### src/integer_matrix_add_multiply_assert.svh
// ----------------------------------------------------------------------------
// integer_matrix_add_multiply assertion macros
// Shared checker shorthands; the including module provides clk and rst_n.
// ----------------------------------------------------------------------------
`ifndef INTEGER_MATRIX_ADD_MULTIPLY_ASSERT_SVH
`define INTEGER_MATRIX_ADD_MULTIPLY_ASSERT_SVH

// consequent must hold in the same cycle
`define IMAM_ASSERT_SAME(lbl, ante, cons, msg) \
  lbl: assert property (@(posedge clk) disable iff (!rst_n) (ante) |-> (cons)) \
    else $error(msg);

// consequent must hold in the next cycle
`define IMAM_ASSERT_NEXT(lbl, ante, cons, msg) \
  lbl: assert property (@(posedge clk) disable iff (!rst_n) (ante) |=> (cons)) \
    else $error(msg);

`endif

### src/imam_pkg.sv
// ----------------------------------------------------------------------------
// imam_pkg
// Constants, codes and controller/datapath interface types.
// ----------------------------------------------------------------------------
package imam_pkg;

  localparam int MAX_DIM   = 8;
  localparam int DIM_W     = $clog2(MAX_DIM);
  localparam int CNT_W     = DIM_W + 1;
  localparam int ADDR_W    = 2 * DIM_W;
  localparam int DEPTH     = MAX_DIM * MAX_DIM;
  localparam int DATA_W    = 32;
  localparam int CFG_W     = 4;
  localparam int CFG_IDX_W = 2;
  localparam int OP_W      = 2;

  localparam logic [OP_W-1:0] OP_WR_A = 2'd0;
  localparam logic [OP_W-1:0] OP_WR_B = 2'd1;
  localparam logic [OP_W-1:0] OP_SUM  = 2'd2;
  localparam logic [OP_W-1:0] OP_PROD = 2'd3;

  localparam logic [CFG_IDX_W-1:0] CFG_ROWS_A = 2'd0;
  localparam logic [CFG_IDX_W-1:0] CFG_COLS_A = 2'd1;
  localparam logic [CFG_IDX_W-1:0] CFG_ROWS_B = 2'd2;
  localparam logic [CFG_IDX_W-1:0] CFG_COLS_B = 2'd3;

  typedef struct packed {
    logic              wr_a;
    logic              wr_b;
    logic              rd_en;
    logic              first;
    logic              last;
    logic              is_sum;
    logic [ADDR_W-1:0] addr_a;
    logic [ADDR_W-1:0] addr_b;
    logic              push;
    logic              push_err;
    logic [DIM_W-1:0]  row;
    logic [DIM_W-1:0]  col;
    logic              fin;
  } ctrl_cmd_t;

  typedef struct packed {
    logic acc_done;
    logic out_free;
  } dp_stat_t;

endpackage

### src/imam_dp.sv
// ----------------------------------------------------------------------------
// imam_dp
// Matrix stores, shared multiply/add unit, accumulator and output register.
// ----------------------------------------------------------------------------
`include "integer_matrix_add_multiply_assert.svh"

module imam_dp (
  input  logic                          clk,
  input  logic                          rst_n,
  input  logic [imam_pkg::DIM_W-1:0]    in_row_index,
  input  logic [imam_pkg::DIM_W-1:0]    in_col_index,
  input  logic signed [imam_pkg::DATA_W-1:0] in_element_value,
  input  imam_pkg::ctrl_cmd_t           cmd,
  output imam_pkg::dp_stat_t            stat,
  input  logic                          out_stall,
  output logic                          out_valid,
  output logic [imam_pkg::DIM_W-1:0]    out_row,
  output logic [imam_pkg::DIM_W-1:0]    out_col,
  output logic signed [imam_pkg::DATA_W-1:0] out_result_value,
  output logic                          out_last,
  output logic                          out_dim_error
);
  import imam_pkg::*;

  logic [DATA_W-1:0] mem_a [DEPTH];
  logic [DATA_W-1:0] mem_b [DEPTH];
  logic [ADDR_W-1:0] wr_addr;

  logic [DATA_W-1:0] rd_a_r, rd_b_r;
  logic              v1_r, f1_r, l1_r, s1_r;
  logic              v2_r, f2_r, l2_r;
  logic [DATA_W-1:0] prod_r, prod_nxt;
  logic [DATA_W-1:0] acc_r, acc_nxt;
  logic [DATA_W-1:0] mul_lo;
  logic              done_r;

  logic              out_valid_r;
  logic [DIM_W-1:0]  out_row_r, out_col_r;
  logic [DATA_W-1:0] out_value_r;
  logic              out_last_r, out_err_r;

  assign wr_addr = {in_row_index, in_col_index};

  always_ff @(posedge clk) begin
    if (cmd.wr_a) begin
      mem_a[wr_addr] <= in_element_value;
    end
    if (cmd.rd_en) begin
      rd_a_r <= mem_a[cmd.addr_a];
    end
  end

  always_ff @(posedge clk) begin
    if (cmd.wr_b) begin
      mem_b[wr_addr] <= in_element_value;
    end
    if (cmd.rd_en) begin
      rd_b_r <= mem_b[cmd.addr_b];
    end
  end

  // low word of the product is all that survives the wrap
  assign mul_lo   = rd_a_r * rd_b_r;
  assign prod_nxt = s1_r ? (rd_a_r + rd_b_r) : mul_lo;
  assign acc_nxt  = f2_r ? prod_r : (acc_r + prod_r);

  always_ff @(posedge clk) begin
    if (!rst_n) begin
      v1_r   <= 1'b0;
      v2_r   <= 1'b0;
      done_r <= 1'b0;
    end else begin
      v1_r   <= cmd.rd_en;
      v2_r   <= v1_r;
      done_r <= v2_r && l2_r;
    end
  end

  always_ff @(posedge clk) begin
    f1_r <= cmd.first;
    l1_r <= cmd.last;
    s1_r <= cmd.is_sum;
    f2_r <= f1_r;
    l2_r <= l1_r;
    if (v1_r) begin
      prod_r <= prod_nxt;
    end
    if (v2_r) begin
      acc_r <= acc_nxt;
    end
  end

  always_ff @(posedge clk) begin
    if (!rst_n) begin
      out_valid_r <= 1'b0;
    end else if (cmd.push) begin
      out_valid_r <= 1'b1;
    end else if (!out_stall) begin
      out_valid_r <= 1'b0;
    end
  end

  always_ff @(posedge clk) begin
    if (cmd.push) begin
      out_row_r   <= cmd.push_err ? '0 : cmd.row;
      out_col_r   <= cmd.push_err ? '0 : cmd.col;
      out_value_r <= cmd.push_err ? '0 : acc_r;
      out_last_r  <= cmd.push_err || cmd.fin;
      out_err_r   <= cmd.push_err;
    end
  end

  assign stat.acc_done = done_r;
  assign stat.out_free = !out_valid_r || !out_stall;

  assign out_valid        = out_valid_r;
  assign out_row          = out_row_r;
  assign out_col          = out_col_r;
  assign out_result_value = out_value_r;
  assign out_last         = out_last_r;
  assign out_dim_error    = out_err_r;

  `IMAM_ASSERT_SAME(a_err_clean, out_valid_r && out_err_r, (out_value_r == '0) && out_last_r, "error result carries data")
  `IMAM_ASSERT_NEXT(a_done_after_last, v2_r && l2_r, done_r, "accumulator finish not flagged")

endmodule

### config.mk
export PLATFORM = sky130hd
export DESIGN_NAME = imam_dp
export DESIGN_NICKNAME = d
export VERILOG_FILES = /design/src/imam_pkg.sv /design/src/imam_dp.sv
export VERILOG_INCLUDE_DIRS = /design/src /design/src/src
export SDC_FILE = /design/constraint.sdc
export NUM_CORES = 2
export LEC_CHECK = 0
export BUFFER_PORTS_ARGS = -buffer_cell sky130_fd_sc_hd__buf_4
export CAP_MARGIN = 25
export CORE_AREA = 3 3 567 569
export DETAILED_ROUTE_END_ITERATION = 8
export DIE_AREA = 0 0 570 572
export GPL_ROUTABILITY_DRIVEN = 0
export PLACE_DENSITY_LB_ADDON = 0.15
export SYNTH_ARGS = -nofsm -noshare
export SYNTH_HDL_FRONTEND = slang
export SYNTH_SLANG_ARGS = --single-unit
### constraint.sdc
create_clock -name clk -period 6.6 [get_ports clk]
set_input_delay 0.33 -clock clk [delete_from_list [all_inputs] [get_ports clk]]
set_output_delay 0.33 -clock clk [all_outputs]
set_load 0.02 [all_outputs]
# After elaboration in Yosys (flattened, before gate mapping)
# Memory sizes are Yosys's and may differ from the RTL's. A register that Yosys moved wholly into a read port is not among the register bits.
# Cells that the tools add are included.
[totals] ff_bits=113 latch_bits=0 mem_bits_rw=4096 romBits=0 inputBits=68 out_inout_bits=43 wordCells=35 n_memories=2
[memory_table] memory="mem_a" words=64 word_bits=32 rd=1 rd_ports_with_merged_regs=1 wr=1 line="imam_dp.sv:25" source="logic [DATA_W-1:0] mem_a [DEPTH];"
[memory_table] memory="mem_b" words=64 word_bits=32 rd=1 rd_ports_with_merged_regs=1 wr=1 line="imam_dp.sv:26" source="logic [DATA_W-1:0] mem_b [DEPTH];"
[op_classes] n_addsub=2 mul=1 n_div=0 order_cmp=0 n_eq_ne=1 shifts=0 mux=8 bitwise=0 n_reduce_logical=5
[ops] operator="$add A32 B32 Y32" n=2
[ops] operator="$mux W32" n=2
[ops] operator="$mul A32 B32 Y32" n=1
[ops] operator="$mux W1" n=6
[ops] operator="$logic_not A1 Y1" n=2
[ops] operator="$logic_or A1 B1 Y1" n=2
[ops] operator="$ne A2 B2 Y1 const B" n=1
[ops] operator="$logic_and A1 B1 Y1" n=1

# Longest topological paths before layout
[logic_depth] ltp_word=2 ltp_mapped=27 ltp_nobuf=25

# Least setup slack after synthesis
# Ideal clock, no wire load.
[synth_path] path_kind="register -> register" from="register rd_b_r[2], read port of mem_b" to="register prod_r[29] (data pin)" setup_time_ps=255 t_arrival_ps=6756 required_time_ps=6345 path_slack_ps=-411 path_stages_with_launch=26 path_buffers=2 period_less_slack_ps=7011 path_cell_list="edfxtp_1 -> clkbuf_1 -> clkbuf_1 -> and2_1 -> fa_1 -> inv_1 -> fa_1 -> fa_1 -> fa_1 -> inv_1 -> fa_1 -> inv_1 -> fa_1 -> inv_1 -> fa_1 -> fa_1 -> ha_1 -> and3_1 -> and2_1 -> and3_1 -> a21oi_1 -> nand2_1 -> a211oi_1 -> o21a_1 -> mux2i_1 -> and3_1"
[synth_between] elab_chain_len=2 word_cells_on_any_way=3 cone_classes="add/sub: 1; mul: 1; mux: 1"
[synth_rtl] item="start: declaration" line="imam_dp.sv:29" source="logic [DATA_W-1:0] rd_a_r, rd_b_r;"
[synth_rtl] item="$mul A32 B32 Y32 / $add A32 B32 Y32 (equally long branches)" line="imam_dp.sv:63, imam_dp.sv:64"
[synth_rtl] item="$mux W32 *" line="imam_dp.sv:64" source="assign prod_nxt = s1_r ? (rd_a_r + rd_b_r) : mul_lo;"
[synth_rtl] item="via prod_nxt[29]" line="imam_dp.sv:32" source="logic [DATA_W-1:0] prod_r, prod_nxt;"
[synth_rtl] item="end signal: assignment" line="imam_dp.sv:86" source="prod_r <= prod_nxt;"
[synth_rtl] item="end: declaration" line="imam_dp.sv:32"
# Mark *: on every way through the listed nets, which the timed path passes. The rest lies on a longest branch.
# A chain may end at the register's enable or synchronous reset.

# Worst setup path in the final report
[layout_path] from="register rd_a_r[12], read port of mem_a" to="register prod_r[31] (data pin)"
[layout_between] elab_chain_len=2 word_cells_on_any_way=3 cone_classes="add/sub: 1; mul: 1; mux: 1"
[layout_rtl] item="start: declaration" line="imam_dp.sv:29"
[layout_rtl] item="$mul A32 B32 Y32 / $add A32 B32 Y32 (equally long branches)" line="imam_dp.sv:63, imam_dp.sv:64"
[layout_rtl] item="$mux W32 *" line="imam_dp.sv:64"
[layout_rtl] item="via prod_nxt[31]" line="imam_dp.sv:32"
# Marked as above.

==> flow_metrics.tcl <==
set metrics [dict create \
    firstDrtPassIters 6 \
    postSynthCellCount 8453 \
    whs_endpoint "mem_a[55][30]" \
    clock-sinks 4273 \
    p_leak_nw 67.5 \
    cp.arrival_ns 7.76 \
    core_um2 317000 \
    synth_seq_cells 4273 \
    postSynthAreaPerCell_um2 21.3 \
    drive_gt1_frac 0.295 \
    clockBufferDepth 4 \
    cp_data_required_time_ns 7.31 \
    timing.fmax_mhz 142 \
    final_antenna_net_count 0 \
    synth_compound_area_frac 0.0116 \
    dp_hpwl_um 267000 \
    pin_count 111 \
    timing.rr.end "prod_r[31]" \
    finalNetCount 9791 \
    grt_max_degree 114 \
    syn-num-nets 9116 \
    cts_tree "done" \
    switching_share 0.360 \
    hold_viol 0 \
    wl_per_cell_um 33.9 \
    holdWs_ns 0.0562 \
    regToRegStartpoint "rd_a_r[12]" \
    r2r_cells 25 \
    p_int_w 0.0716 \
    critPathSlowestCell "fa_1" \
    violations "negative setup slack" \
    grt_pass1_wl_um 666000 \
    initial_core_util 0.568 \
    drt-total-wl_um 463000 \
    rsz0062_at_grt "true" \
    syn_area_um2 180000 \
    dpl-instance-area_um2 190000 \
    final_cells 13700 \
    htree_levels 5 \
    drc 0 \
    fin_area_um2 205000 \
    hp-start "in_element_value[30]" \
    power_density_nw_per_um2 546 \
    path_max_fanout 10 \
    setup_tns_ns -3.24 \
    pwr-share-clk 0.213 \
    synth_top_family_by_area "multiplexers" \
    antenna_found_initial 40 \
    overflow 0 \
    clkSlewWorstSetupHoldPaths_ns 0.07 \
    crit_buf_inv 7 \
    clock_skew_ns 0.0676 \
    fin_crit_ns 7.06 \
    synth-simple-area-share 0.0256 \
    setup_viol 12 \
    seqPwrFrac 0.278 \
    synthToLayoutAreaGrowth_pct 13.9 \
    startpoint_type "register" \
    place_ws_ns -0.566 \
    insertion_delay_ns 0.98 \
    setup_ws_ns -0.459 \
    drt_iter0_markers 11400 \
    synth_fa_ha_area_frac 0.0584 \
    synth_edf_count 4264 \
    cp_top_family "adder cells" \
    crit_top_cell "fa_1" \
    hold_class "primary input to register" \
    placed_cells 12800 \
    ir_worst_vdd_v 0.00274 \
    tightest_slew_ns 1.10 \
    period_share 1.07 \
    routed-via-count 89100 \
    ys_async_sr_fraction 0 \
    path_class "register to register" \
    comb_power_share 0.509 \
    ys.flop_type "edfxtp_1" \
    ys_types 69 \
    r2r_slack_ns -0.46 \
    muxShareOfSynthArea 0.168 \
    drv_slew 0 \
    root_buffer "clkbuf_16" \
    seq_area_frac_synth 0.712 \
    end_kind "register" \
    grt_pass1_vias 91800 \
    num_rows 207 \
    die_h_um 572 \
    portBuffers 110 \
    drv_cap 0 \
    synth_xor_area_frac 0.00632 \
    post_drt_via_cell_ratio 6.51 \
    die_x_um 570 \
    die_area_um2 326000 \
    cts_made_buffers 424 \
    min_path_cells 1 \
    status "finished with violations" \
    cpPeakStageDelay_ns 0.55 \
    switchingPower_w 0.0403 \
    track_usage 0.288 \
    yosysWarnings 0 \
    slew_headroom 0.265 \
]
==> flip-flops by register name (all words and copies together) (netlist names) <==
| name | cells |
|---|---|
| acc_r | 32 |
| done_r | 1 |
| f1_r | 1 |
| f2_r | 1 |
| l1_r | 1 |
| l2_r | 1 |
| mem_a | 2048 |
| mem_b | 2048 |
| out_col | 3 |
| out_dim_error | 1 |
| out_last | 1 |
| out_result_value | 32 |
| out_row | 3 |
| out_valid | 1 |
| prod_r | 32 |
| rd_a_r | 32 |
| rd_b_r | 32 |
| s1_r | 1 |
| v1_r | 1 |
| v2_r | 1 |
==> final cells by class <==
type / instances / area (um2)
Tap cell: 4180 / 5230
Sequential cell: 4273 / 128000
Timing Repair Buffer: 663 / 6120
Multi-Input combinational cell: 3359 / 50300
Clock buffer: 518 / 11200
Fill cell: 20700 / 112000
Inverter: 407 / 1530
Antenna cell: 13 / 32.5
Clock inverter: 261 / 2580
==> cell families (layout without fill, tap and decap cells) <==
| kind of cell | count (synthesis) | count (layout) |
|---|---|---|
| DFF | 4273 | 4273 |
| muxes | 1370 | 1370 |
| and+or+nand+nor | 942 | 942 |
| buffers and inverters | 821 | 1849 |
| adders and majority gates | 595 | 595 |
| AOI/OAI and AO/OA | 322 | 322 |
| xor gates and xnor gates | 130 | 130 |
| other | 0 | 13 |
==> power groups by stage <==
| stage | sequential (W) | clock (W) | combinational, W |
|---|---|---|---|
| after detailed placement | 0.0317 | 0 | 0.0489 |
| final | 0.0311 | 0.0238 | 0.0570 |
| after global placement | 0.0316 | 0 | 0.0479 |
| after global routing | 0.0311 | 0.0253 | 0.0610 |
| after floorplan | 0.0317 | 0 | 0.0314 |
| after CTS | 0.0311 | 0.0242 | 0.0527 |
==> cells in the final DEF, fill, tap and decap left out, drive strengths merged, types with 13 or more instances in the layout <==
cell | netlist | layout
edfxtp | 4264 | 4264
mux4 | 1327 | 1327
buf | 142 | 604
clkbuf | 272 | 520
inv | 407 | 420
fa | 410 | 410
nand2 | 310 | 310
and2 | 308 | 308
clkinv | 0 | 192
nor2 | 188 | 188
ha | 185 | 185
o21ai | 89 | 89
xnor2 | 86 | 86
a21oi | 81 | 81
dlygate4sd3 | 0 | 56
nor2b | 50 | 50
xor2 | 44 | 44
bufinv | 0 | 41
a21o | 40 | 40
nand3 | 25 | 25
a211oi | 25 | 25
mux2i | 22 | 22
mux2 | 21 | 21
clkinvlp | 0 | 15
o21a | 14 | 14
diode | 0 | 13
==> worst max-delay path by stage <==
stage	startpoint	end	slack, ns	depth (start not counted)
2_1_floorplan	rd_b_r[3]	prod_r[29]	-0.17	25
3_3_place_gp	rd_b_r[8]	prod_r[31]	-0.55	22
3_5_place_dp	rd_b_r[2]	prod_r[30]	-0.57	25
6_report	rd_a_r[12]	prod_r[31]	-0.46	25
5_1_grt	rd_a_r[12]	prod_r[31]	-0.67	25
4_1_cts	rd_b_r[2]	prod_r[28]	-0.37	25
==> metal layers <==
layer,vias up,wire length (um),track usage
met1,48300,179000,0.413
met5,-,178,0
li1,35500,-,-
met3,735,44700,0.0582
met2,4503,225000,0.457
met4,26,14600,0.0832
==> cell usage after synthesis, drive strengths merged, types with 6 or more instances <==
library cell | number | area (um2)
o21a | 14 | 105
o31ai | 9 | 67.6
a21oi | 81 | 409
dfxtp | 9 | 180
and3 | 11 | 68.8
edfxtp | 4264 | 128000
inv | 407 | 1530
nand2b | 9 | 56.3
buf | 142 | 673
o21bai | 8 | 60.1
nand4 | 8 | 50.1
o21ai | 89 | 445
or3 | 7 | 43.8
clkbuf | 272 | 1020
mux2 | 21 | 236
fa | 410 | 8210
xnor2 | 86 | 753
a21o | 40 | 300
nand3 | 25 | 125
o211ai | 8 | 60.1
and2 | 308 | 1930
xor2 | 44 | 385
mux2i | 22 | 220
nor3 | 11 | 55.1
nand2 | 310 | 1160
nor2 | 188 | 706
a31oi | 6 | 37.5
nor2b | 50 | 313
ha | 185 | 2310
mux4 | 1327 | 29900
a211oi | 25 | 203
==> worst reg2reg max path, stage by stage, from the launching register on <==
cell and delay (ns):
edfxtp_1 0.45, buf_4 0.17, bufbuf_16 0.27, nand2_1 0.09, fa_1 0.55, inv_1 0.06, fa_1 0.53, inv_1 0.06
fa_1 0.50, inv_1 0.05, fa_1 0.42, inv_1 0.08, fa_1 0.44, fa_1 0.49, fa_1 0.52, fa_2 0.42
xor2_2 0.21, xnor2_2 0.16, xnor2_2 0.16, xnor2_2 0.17, xnor2_2 0.27, xnor2_1 0.13, xnor2_1 0.27, buf_4 0.20
xnor2_2 0.10, o21ai_1 0.08
==> timing repair <==
item / 4_1_cts / 5_1_grt
hold buffers: 56 / 0
endpoints found under the setup margin: 17 / 18
endpoints found under the hold margin: 1431 / 0
gates cloned: 1 / 1
buffers inserted: 16 / 18
pin swaps: 24 / 38
gates resized for setup: 29 / 83
==> through the flow <==
step                      total power, W   util
after global placement            0.0795  0.598
after floorplan                   0.0631      -
after CTS                          0.108  0.644
after detailed placement          0.0805  0.598
final                              0.112  0.647
after global routing               0.117  0.647
No activity file was read; power rests on OpenSTA's default activity.
