$ cat src/integer_matrix_add_multiply_assert.svh
// ----------------------------------------------------------------------------
// integer_matrix_add_multiply assertion macros
// Shared checker shorthands; the including module provides clk and rst_n.
// ----------------------------------------------------------------------------
`ifndef INTEGER_MATRIX_ADD_MULTIPLY_ASSERT_SVH
`define INTEGER_MATRIX_ADD_MULTIPLY_ASSERT_SVH

// consequent must hold in the same cycle
`define IMAM_ASSERT_SAME(lbl, ante, cons, msg) \
  lbl: assert property (@(posedge clk) disable iff (!rst_n) (ante) |-> (cons)) \
    else $error(msg);

// consequent must hold in the next cycle
`define IMAM_ASSERT_NEXT(lbl, ante, cons, msg) \
  lbl: assert property (@(posedge clk) disable iff (!rst_n) (ante) |=> (cons)) \
    else $error(msg);

`endif

$ cat src/imam_pkg.sv
// ----------------------------------------------------------------------------
// imam_pkg
// Constants, codes and controller/datapath interface types.
// ----------------------------------------------------------------------------
package imam_pkg;

  localparam int MAX_DIM   = 8;
  localparam int DIM_W     = $clog2(MAX_DIM);
  localparam int CNT_W     = DIM_W + 1;
  localparam int ADDR_W    = 2 * DIM_W;
  localparam int DEPTH     = MAX_DIM * MAX_DIM;
  localparam int DATA_W    = 32;
  localparam int CFG_W     = 4;
  localparam int CFG_IDX_W = 2;
  localparam int OP_W      = 2;

  localparam logic [OP_W-1:0] OP_WR_A = 2'd0;
  localparam logic [OP_W-1:0] OP_WR_B = 2'd1;
  localparam logic [OP_W-1:0] OP_SUM  = 2'd2;
  localparam logic [OP_W-1:0] OP_PROD = 2'd3;

  localparam logic [CFG_IDX_W-1:0] CFG_ROWS_A = 2'd0;
  localparam logic [CFG_IDX_W-1:0] CFG_COLS_A = 2'd1;
  localparam logic [CFG_IDX_W-1:0] CFG_ROWS_B = 2'd2;
  localparam logic [CFG_IDX_W-1:0] CFG_COLS_B = 2'd3;

  typedef struct packed {
    logic              wr_a;
    logic              wr_b;
    logic              rd_en;
    logic              first;
    logic              last;
    logic              is_sum;
    logic [ADDR_W-1:0] addr_a;
    logic [ADDR_W-1:0] addr_b;
    logic              push;
    logic              push_err;
    logic [DIM_W-1:0]  row;
    logic [DIM_W-1:0]  col;
    logic              fin;
  } ctrl_cmd_t;

  typedef struct packed {
    logic acc_done;
    logic out_free;
  } dp_stat_t;

endpackage

$ cat src/imam_ctrl.sv
// ----------------------------------------------------------------------------
// imam_ctrl
// Command decode, size registers and element/term sequencing.
// ----------------------------------------------------------------------------
`include "integer_matrix_add_multiply_assert.svh"

module imam_ctrl (
  input  logic                           clk,
  input  logic                           rst_n,
  input  logic                           in_valid,
  output logic                           in_stall,
  input  logic [imam_pkg::OP_W-1:0]      in_opcode,
  input  logic                           cfg_we,
  input  logic [imam_pkg::CFG_IDX_W-1:0] cfg_index,
  input  logic [imam_pkg::CFG_W-1:0]     cfg_data,
  input  imam_pkg::dp_stat_t             stat,
  output imam_pkg::ctrl_cmd_t            cmd
);
  import imam_pkg::*;

  typedef enum logic [4:0] {
    ST_IDLE  = 5'b00001,
    ST_ISSUE = 5'b00010,
    ST_DRAIN = 5'b00100,
    ST_PUSH  = 5'b01000,
    ST_ERR   = 5'b10000
  } state_t;

  state_t            state_r, state_nxt;
  logic [DIM_W-1:0]  i_r, i_nxt, j_r, j_nxt, k_r, k_nxt;
  logic              sum_r, sum_nxt;
  logic [CFG_W-1:0]  rows_a_r, cols_a_r, rows_b_r, cols_b_r;
  logic [CNT_W-1:0]  ra, ca, rb, cb, len, ncols;
  logic              k_last, j_last, i_last, accept;

  // out-of-range sizes saturate at use
  function automatic logic [CNT_W-1:0] eff_dim(input logic [CFG_W-1:0] v);
    logic [CNT_W-1:0] r;
    if (v == '0) begin
      r = CNT_W'(1);
    end else if (v > CFG_W'(MAX_DIM)) begin
      r = CNT_W'(MAX_DIM);
    end else begin
      r = CNT_W'(v);
    end
    return r;
  endfunction

  assign ra = eff_dim(rows_a_r);
  assign ca = eff_dim(cols_a_r);
  assign rb = eff_dim(rows_b_r);
  assign cb = eff_dim(cols_b_r);

  assign len    = sum_r ? CNT_W'(1) : ca;
  assign ncols  = sum_r ? ca : cb;
  assign k_last = ({1'b0, k_r} + CNT_W'(1)) == len;
  assign j_last = ({1'b0, j_r} + CNT_W'(1)) == ncols;
  assign i_last = ({1'b0, i_r} + CNT_W'(1)) == ra;

  assign in_stall = (state_r != ST_IDLE);
  assign accept   = in_valid && !in_stall;

  always_ff @(posedge clk) begin
    if (!rst_n) begin
      rows_a_r <= CFG_W'(MAX_DIM);
      cols_a_r <= CFG_W'(MAX_DIM);
      rows_b_r <= CFG_W'(MAX_DIM);
      cols_b_r <= CFG_W'(MAX_DIM);
    end else if (cfg_we) begin
      case (cfg_index)
        CFG_ROWS_A: rows_a_r <= cfg_data;
        CFG_COLS_A: cols_a_r <= cfg_data;
        CFG_ROWS_B: rows_b_r <= cfg_data;
        CFG_COLS_B: cols_b_r <= cfg_data;
        default: ;
      endcase
    end
  end

  always_comb begin
    state_nxt    = state_r;
    i_nxt        = i_r;
    j_nxt        = j_r;
    k_nxt        = k_r;
    sum_nxt      = sum_r;
    cmd          = '0;
    cmd.is_sum   = sum_r;
    cmd.row      = i_r;
    cmd.col      = j_r;
    cmd.addr_a   = {i_r, (sum_r ? j_r : k_r)};
    cmd.addr_b   = sum_r ? {i_r, j_r} : {k_r, j_r};
    cmd.first    = (k_r == '0);
    cmd.last     = k_last;
    cmd.fin      = i_last && j_last;
    case (state_r)
      ST_IDLE: begin
        if (accept) begin
          i_nxt = '0;
          j_nxt = '0;
          k_nxt = '0;
          case (in_opcode)
            OP_WR_A: cmd.wr_a = 1'b1;
            OP_WR_B: cmd.wr_b = 1'b1;
            OP_SUM: begin
              sum_nxt   = 1'b1;
              state_nxt = ((ra != rb) || (ca != cb)) ? ST_ERR : ST_ISSUE;
            end
            OP_PROD: begin
              sum_nxt   = 1'b0;
              state_nxt = (ca != rb) ? ST_ERR : ST_ISSUE;
            end
            default: ;
          endcase
        end
      end
      ST_ISSUE: begin
        cmd.rd_en = 1'b1;
        if (k_last) begin
          k_nxt     = '0;
          state_nxt = ST_DRAIN;
        end else begin
          k_nxt = k_r + DIM_W'(1);
        end
      end
      ST_DRAIN: begin
        if (stat.acc_done) begin
          state_nxt = ST_PUSH;
        end
      end
      ST_PUSH: begin
        if (stat.out_free) begin
          cmd.push = 1'b1;
          if (i_last && j_last) begin
            state_nxt = ST_IDLE;
          end else begin
            state_nxt = ST_ISSUE;
            if (j_last) begin
              j_nxt = '0;
              i_nxt = i_r + DIM_W'(1);
            end else begin
              j_nxt = j_r + DIM_W'(1);
            end
          end
        end
      end
      ST_ERR: begin
        if (stat.out_free) begin
          cmd.push     = 1'b1;
          cmd.push_err = 1'b1;
          state_nxt    = ST_IDLE;
        end
      end
      default: state_nxt = ST_IDLE;
    endcase
  end

  always_ff @(posedge clk) begin
    if (!rst_n) begin
      state_r <= ST_IDLE;
      i_r     <= '0;
      j_r     <= '0;
      k_r     <= '0;
      sum_r   <= 1'b0;
    end else begin
      state_r <= state_nxt;
      i_r     <= i_nxt;
      j_r     <= j_nxt;
      k_r     <= k_nxt;
      sum_r   <= sum_nxt;
    end
  end

  `IMAM_ASSERT_SAME(a_push_free, cmd.push, stat.out_free, "request pushed into busy output")
  `IMAM_ASSERT_NEXT(a_issue_drain, (state_r == ST_ISSUE) && k_last, state_r == ST_DRAIN, "no drain after last term")
  `IMAM_ASSERT_SAME(a_done_in_drain, stat.acc_done, state_r == ST_DRAIN, "accumulator finished outside drain")

endmodule

$ cat config.mk
export PLATFORM = sky130hd
export DESIGN_NAME = imam_ctrl
export DESIGN_NICKNAME = d
export VERILOG_FILES = /design/src/imam_pkg.sv /design/src/imam_ctrl.sv
export VERILOG_INCLUDE_DIRS = /design/src /design/src/src
export SDC_FILE = /design/constraint.sdc
export NUM_CORES = 1
export LEC_CHECK = 0
export ABC_AREA = 1
export BUFFER_PORTS_ARGS = -buffer_cell sky130_fd_sc_hd__buf_4
export CAP_MARGIN = 5
export CORE_MARGIN = 2
export CORE_UTILIZATION = 52
export CTS_BUF_LIST = sky130_fd_sc_hd__clkbuf_2 sky130_fd_sc_hd__clkbuf_4 sky130_fd_sc_hd__clkbuf_8
export DETAILED_ROUTE_END_ITERATION = 10
export GPL_TIMING_DRIVEN = 1
export PLACE_DENSITY = 0.74
export SLEW_MARGIN = 10
export SYNTH_ARGS = -nofsm -noshare
export SYNTH_HDL_FRONTEND = slang
export SYNTH_SLANG_ARGS = --single-unit
$ cat constraint.sdc
create_clock -name clk -period 1.8 [get_ports clk]
set_clock_uncertainty 0.15 [all_clocks]
set_input_delay 0 -clock clk [delete_from_list [all_inputs] [get_ports clk]]
set_output_delay 0 -clock clk [all_outputs]
set_load 0.01 [all_outputs]
; Yosys cells after proc, flatten, opt, wreduce, memory -nomap -nowiden
; Cells that the tools add are included.
[totals]
ff_bits = 31
inputBits = 14
word_cells = 111
out_inout_bits = 28
[classes]
reduce_logical = 23
muxes = 43
order_cmp = 4
addsub = 6
eq_ne = 26
[ops]
columns = op, n
row1 = $mux 4, 10
row2 = $mux 5, 7
row3 = $mux 3, 9
row4 = $pmux 5 s5, 1
row5 = $pmux 3 s2, 3
row6 = $gt 4x4->1 const B, 4
row7 = $logic_not 4->1, 4
row8 = $ne 2x2->1 const B, 7
row9 = $add 3x1->4 const B, 3
row10 = $eq 4x4->1, 3
row11 = $ne 4x4->1, 3
row12 = $pmux 5 s2, 1
row13 = $reduce_and 2->1, 5
row14 = $add 3x1->3 const B, 3
row15 = $eq 2x2->1 const B, 4
row16 = $mux 2, 4
row17 = $mux 6, 1
row18 = $reduce_and 6->1, 1
row19 = $reduce_bool 2->1, 3
row20 = $eq 5x1->1 const B, 1
row21 = $eq 5x2->1 const B, 1
row22 = $eq 5x3->1 const B, 1
row23 = $eq 5x4->1 const B, 1
row24 = $eq 5x5->1 const B, 1
row25 = other kinds (13), 21

; Depth between registers and ports, before layout
[depth]
ltp_word = 9
ltp_mapped = 14
depth_no_buf = 14

; Worst setup path after synthesis
; OpenSTA, ideal clock, no wires.
[synth_path]
path_type = reg-to-reg
start = reg i_r[0]
end = reg i_r[0]
path_stages_with_launch = 13
synth_period_minus_slack_ns = 1.747
t_arrival_ns = 1.487
setup_time_ns = 0.110
path_slack_ns = 0.053
required_time_ns = 1.540
path_cell_list = dfxtp_1 -> ha_1 -> nand2_1 -> nand3_1 -> nand2_1 -> nor2_1 -> nand2_1 -> nor2_2 -> nand4_4 -> nand3_2 -> nand2_1 -> inv_1 -> nor2_1
[synth_between]
elab_chain_cells = 5
elab_cells_between_ends = 10
classes_between = add/sub: 2 / eq/ne: 2 / mux: 4 / reduce/logical: 2
[synth_rtl]
columns = element, line_no
row1 = start: declaration, imam_ctrl.sv:30  ; logic [DIM_W-1:0] i_r, i_nxt, j_r, j_nxt, k_r, k_nxt;
row2 = start signal: assignment, imam_ctrl.sv:166  ; i_r <= i_nxt;
row3 = $add 3x1->4 / $add 3x1->3 (equally long branches), "imam_ctrl.sv:58, imam_ctrl.sv:139"
row4 = $eq 4x4->1 / $mux 3 (equally long branches), "imam_ctrl.sv:58, imam_ctrl.sv:137"
row5 = $logic_and 1x1->1 / $mux 3 (equally long branches), imam_ctrl.sv:133  ; if (i_last && j_last) begin
row6 = $ne 2x2->1 (no line) / $mux 3 (equally long branches), --
row7 = $reduce_and 5->1 (no line) / $pmux 3 s2 (equally long branches), --
; Several ways; a longest one is shown, not always the timed one. The select of a mux whose other input is x is not followed.
; A chain may end at the register's enable or synchronous reset.

; Worst setup path in the final report
[layout_path]
start = reg j_r[0]
end = reg i_r[1]
[layout_between]
elab_chain_cells = 5
elab_cells_between_ends = 6
classes_between = add/sub: 1 / eq/ne: 3 / reduce/logical: 2
[layout_rtl]
columns = element, line_no
row1 = start: declaration, imam_ctrl.sv:30
row2 = start signal: assignment, imam_ctrl.sv:167  ; j_r <= j_nxt;
row3 = $add 3x1->4 (*), imam_ctrl.sv:57  ; assign j_last = ({1'b0, j_r} + CNT_W'(1)) == ncols;
row4 = $eq 4x4->1 (*), imam_ctrl.sv:57
row5 = $logic_and 1x1->1, imam_ctrl.sv:133
row6 = $ne 2x2->1 (no line), --
row7 = $reduce_and 5->1 (no line) (*), --
; Every way passes the cells marked *; elsewhere a longest branch is shown, timed or not.

==> flow_summary_export.csv <==
group,metric,value,unit
worst_setup_path,worst_path_max_delay_cell,"dfxtp_2",
global_routing,grt_usage,25.11,%
sta,min_period_over_period,101.7,%
worst_setup_path,path_max_fanout,7,
global_routing,grt_max_degree,23,
worst_setup_path,max_stage_delay,320,ps
clock_tree,clk_pin_slew,70,ps
logic_synthesis,syn_area_per_cell,6.101,sq um
logic_synthesis,synth_area_leaders,"dfxtp_1 27%, nand2_1 15%, inv_1 8.3%",
job,timing.max_cap.violations,0,
clock_tree,clock_sinks,31,
power,power.total,0.002776,W
worst_setup_path,arrival,1870,ps
floorplanning,die-height,70.07,microns
clock_tree,clk_latency,290,ps
clock_tree,tritoncts,"yes",
clock_tree,cts.htree.levels,2,
clock_tree,numCtsBuffers,5,
logic_synthesis,yosysTopAreaCellShare,27.34,%
logic_synthesis,yosys_warnings,0,
finish,layout-drive-gt1-share,31.93,%
sta,grt_setup_unrepaired,"true",
place,gp_congestion,0.8765,
floorplanning,fp.dieArea,0.004909,sq mm
place,portBuffers,41,
status,status,"finished, violations left",
status,failed_checks,"setup timing",
power,p_leak,1.530,nW
sta,slew-limit-headroom,71.95,%
logic_synthesis,syn-num-nets,390,
floorplanning,die_w,70.07,microns
worst_setup_path,crit_path_frequent_cell,"nand2_2",
sta,finalSetupViolCount,4,
place,dp_hpwl,4604,microns
finish,syn_to_final_growth,40.08,%
global_routing,grt_pass1_wl,9963,microns
clock_tree,cts_root_buffer,"clkbuf_8",
worst_setup_path,worstPathCellList,"ha_2 > inv_1 > nand2_1 > nand2_2 > inv_2 > nand2_2 > nand3_2 > nor2_4 > nand2_2 > nand2_4 > buf_6 > nand4_1 > nand2_1 > nor2_2",
detailed_routing,vias,2618,
power,vdd_drop_max,0.0004648,V
detailed_routing,drtIter0Drc,302,
finish,final_nets,469,
finish,diodes,0,
logic_synthesis,post-synth-top-count-cell,"nand2_1",
logic_synthesis,synth_edf_count,0,
floorplanning,io_pins,42,
detailed_routing,avgViaCountPerCell,5.205,
sta,tightest_slew,417.5,ps
worst_setup_path,worstSetupPathType,"flop to flop",
floorplanning,num_rows,24,
logic_synthesis,synth_cells,372,
floorplanning,core_area,0.004264,sq mm
finish,fillers,346,
floorplanning,start_util,53.23,%
worst_setup_path,crit_required,1840,ps
logic_synthesis,syn_area,0.002270,sq mm
clock_tree,cts.path.max_buffers,2,
sta,hold_viol_final,0,
detailed_routing,routed_wl,6623,microns
logic_synthesis,ys_seq_elements,31,
logic_synthesis,synthTopCellsByCount,"93 x nand2_1, 50 x inv_1, 50 x nor2_1, 32 x nand3_1, 31 x dfxtp_1",
place,post-place-cells,469,
finish,finalNonFillerCells,503,
sta,slew_viol_final,0,
worst_setup_path,critPathBufInv,3,
worst_setup_path,cp-end-kind,"flop",
detailed_routing,post_drt_wl_per_cell,13.17,microns
logic_synthesis,ys_seq_area_share,27.34,%
sta,min_period,1831,ps
sta,max_freq,546.1,MHz
logic_synthesis,synth_cell_types,29,
global_routing,overflow,0,
logic_synthesis,synth_ff_type,"dfxtp_1",
detailed_routing,drc,0,
worst_setup_path,path_delay_family,"simple AND/OR/NAND/NOR gates",
power,p_per_area,873.0,mW/mm^2
sta,fin_ws,-31.14,ps
logic_synthesis,ys_async_sr_fraction,0,%
detailed_routing,postRouteAntennaNets,0,
worst_setup_path,cp-start-kind,"flop",
global_routing,antenna_found_initial,0,
detailed_routing,dr.pass1.iters,5,
global_routing,grt_pass1_vias,2250,
logic_synthesis,synth_area_leader_cell,"dfxtp_1",
hold_path,min_path_type,"input port to flop",
-- worst min-delay path: stages --
cell and delay (ps):
buf_4 110, inv_1 130, nor3_1 110, o211ai_1 150
-- cell type report --
class,instances,area [sq um],area share (%)
multi-input combinational,275,1496,47.07
timing repair buffer,84,683.2,21.49
sequential,31,639.4,20.11
inverter,54,207.7,6.533
clock buffer,6,82.58,2.597
tap,52,65.06,2.046
clock inverter,1,5.005,0.1574
-- cell usage in the layout (no fill, tap or decap), types with 4 or more instances in the layout --
cell,instances
nand2_1,85
buf_4,65
nor2_1,46
inv_1,39
nand3_1,29
o21ai_0,24
dfxtp_1,20
a21oi_1,19
dlygate4sd3_1,15
nand2_2,14
inv_2,12
nand4_1,9
dfxtp_2,9
nand3_2,7
clkbuf_8,6
o21ai_1,5
nor2_2,5
nor2_4,4
xnor2_1,4
o211ai_1,4
buf_6,4
-- power breakdown --
| group | internal (W) | switching [W] |
|---|---|---|
| Sequential | 0.000768 | 0.0000860 |
| Clock | 0.000300 | 0.000268 |
| Combinational | 0.000581 | 0.000774 |
-- logic make-up (layout without fill, tap and decap cells) --
| group | Yosys count | count (layout) | share of synthesized area, % |
|---|---|---|---|
| and+or+nand+nor | 209 | 210 | 42.50 |
| xor gates and xnor gates | 7 | 7 | 2.701 |
| buffers and inverters | 67 | 145 | 12.73 |
| DFF | 31 | 31 | 27.34 |
| AOI/OAI and AO/OA | 54 | 54 | 12.51 |
| adders and majority gates | 4 | 4 | 2.205 |
-- registers in the layout, summed over array words and instances (netlist names) --
signal,flops
k_r,3
sum_r,1
j_r,3
cols_a_r,4
cols_b_r,4
state_r,5
rows_b_r,4
rows_a_r,4
i_r,3
-- path summary, 6_finish.rpt --
kind | endpoint | slack (ps) | cells past startpoint | from
setup reg to reg | i_r[1] | -30 | 14 | j_r[0]
hold / removal | rows_b_r[3] | 100 | 4 | cfg_we
setup / recovery | i_r[1] | -30 | 14 | j_r[0]
hold reg to reg | cols_b_r[0] | 320 | 2 | cols_b_r[0]
-- metrics by stage --
step                      util, %  TNS, ps  hold WS (ps)  instance area, sq um  setup WS [ps]
after floorplan                 -        0        -102.5                  2270          53.24
after global placement      63.00        0         62.07                  2686          24.32
after detailed placement    63.00   -43.79         62.25                  2686         -17.13
after CTS                   68.90   -18.92         43.85                  2938         -18.92
after global routing        74.56    -1254         154.3                  3179         -140.6
final                       74.56   -71.04         101.1                  3179         -31.14
-- metal layers --
layer  vias to the layer above  part of all wire (%)  track usage (%)
met5                         -                     0                0
met3                        16                   6.5            3.463
met4                         0                   2.8            11.11
met1                      1166                    41            31.87
li1                       1345                     -                -
met2                        91                    49            42.33
-- what timing repair did --
action | CTS | global route
endpoints found under the setup margin | 10 | 17
endpoints found under the hold margin | 25 | 0
cloned | 0 | 1
resized for setup | 5 | 56
hold buffers | 15 | 0
buffers inserted | 0 | 11
pin swaps | 0 | 19
Note: power is estimated with default switching activity, not from simulation.
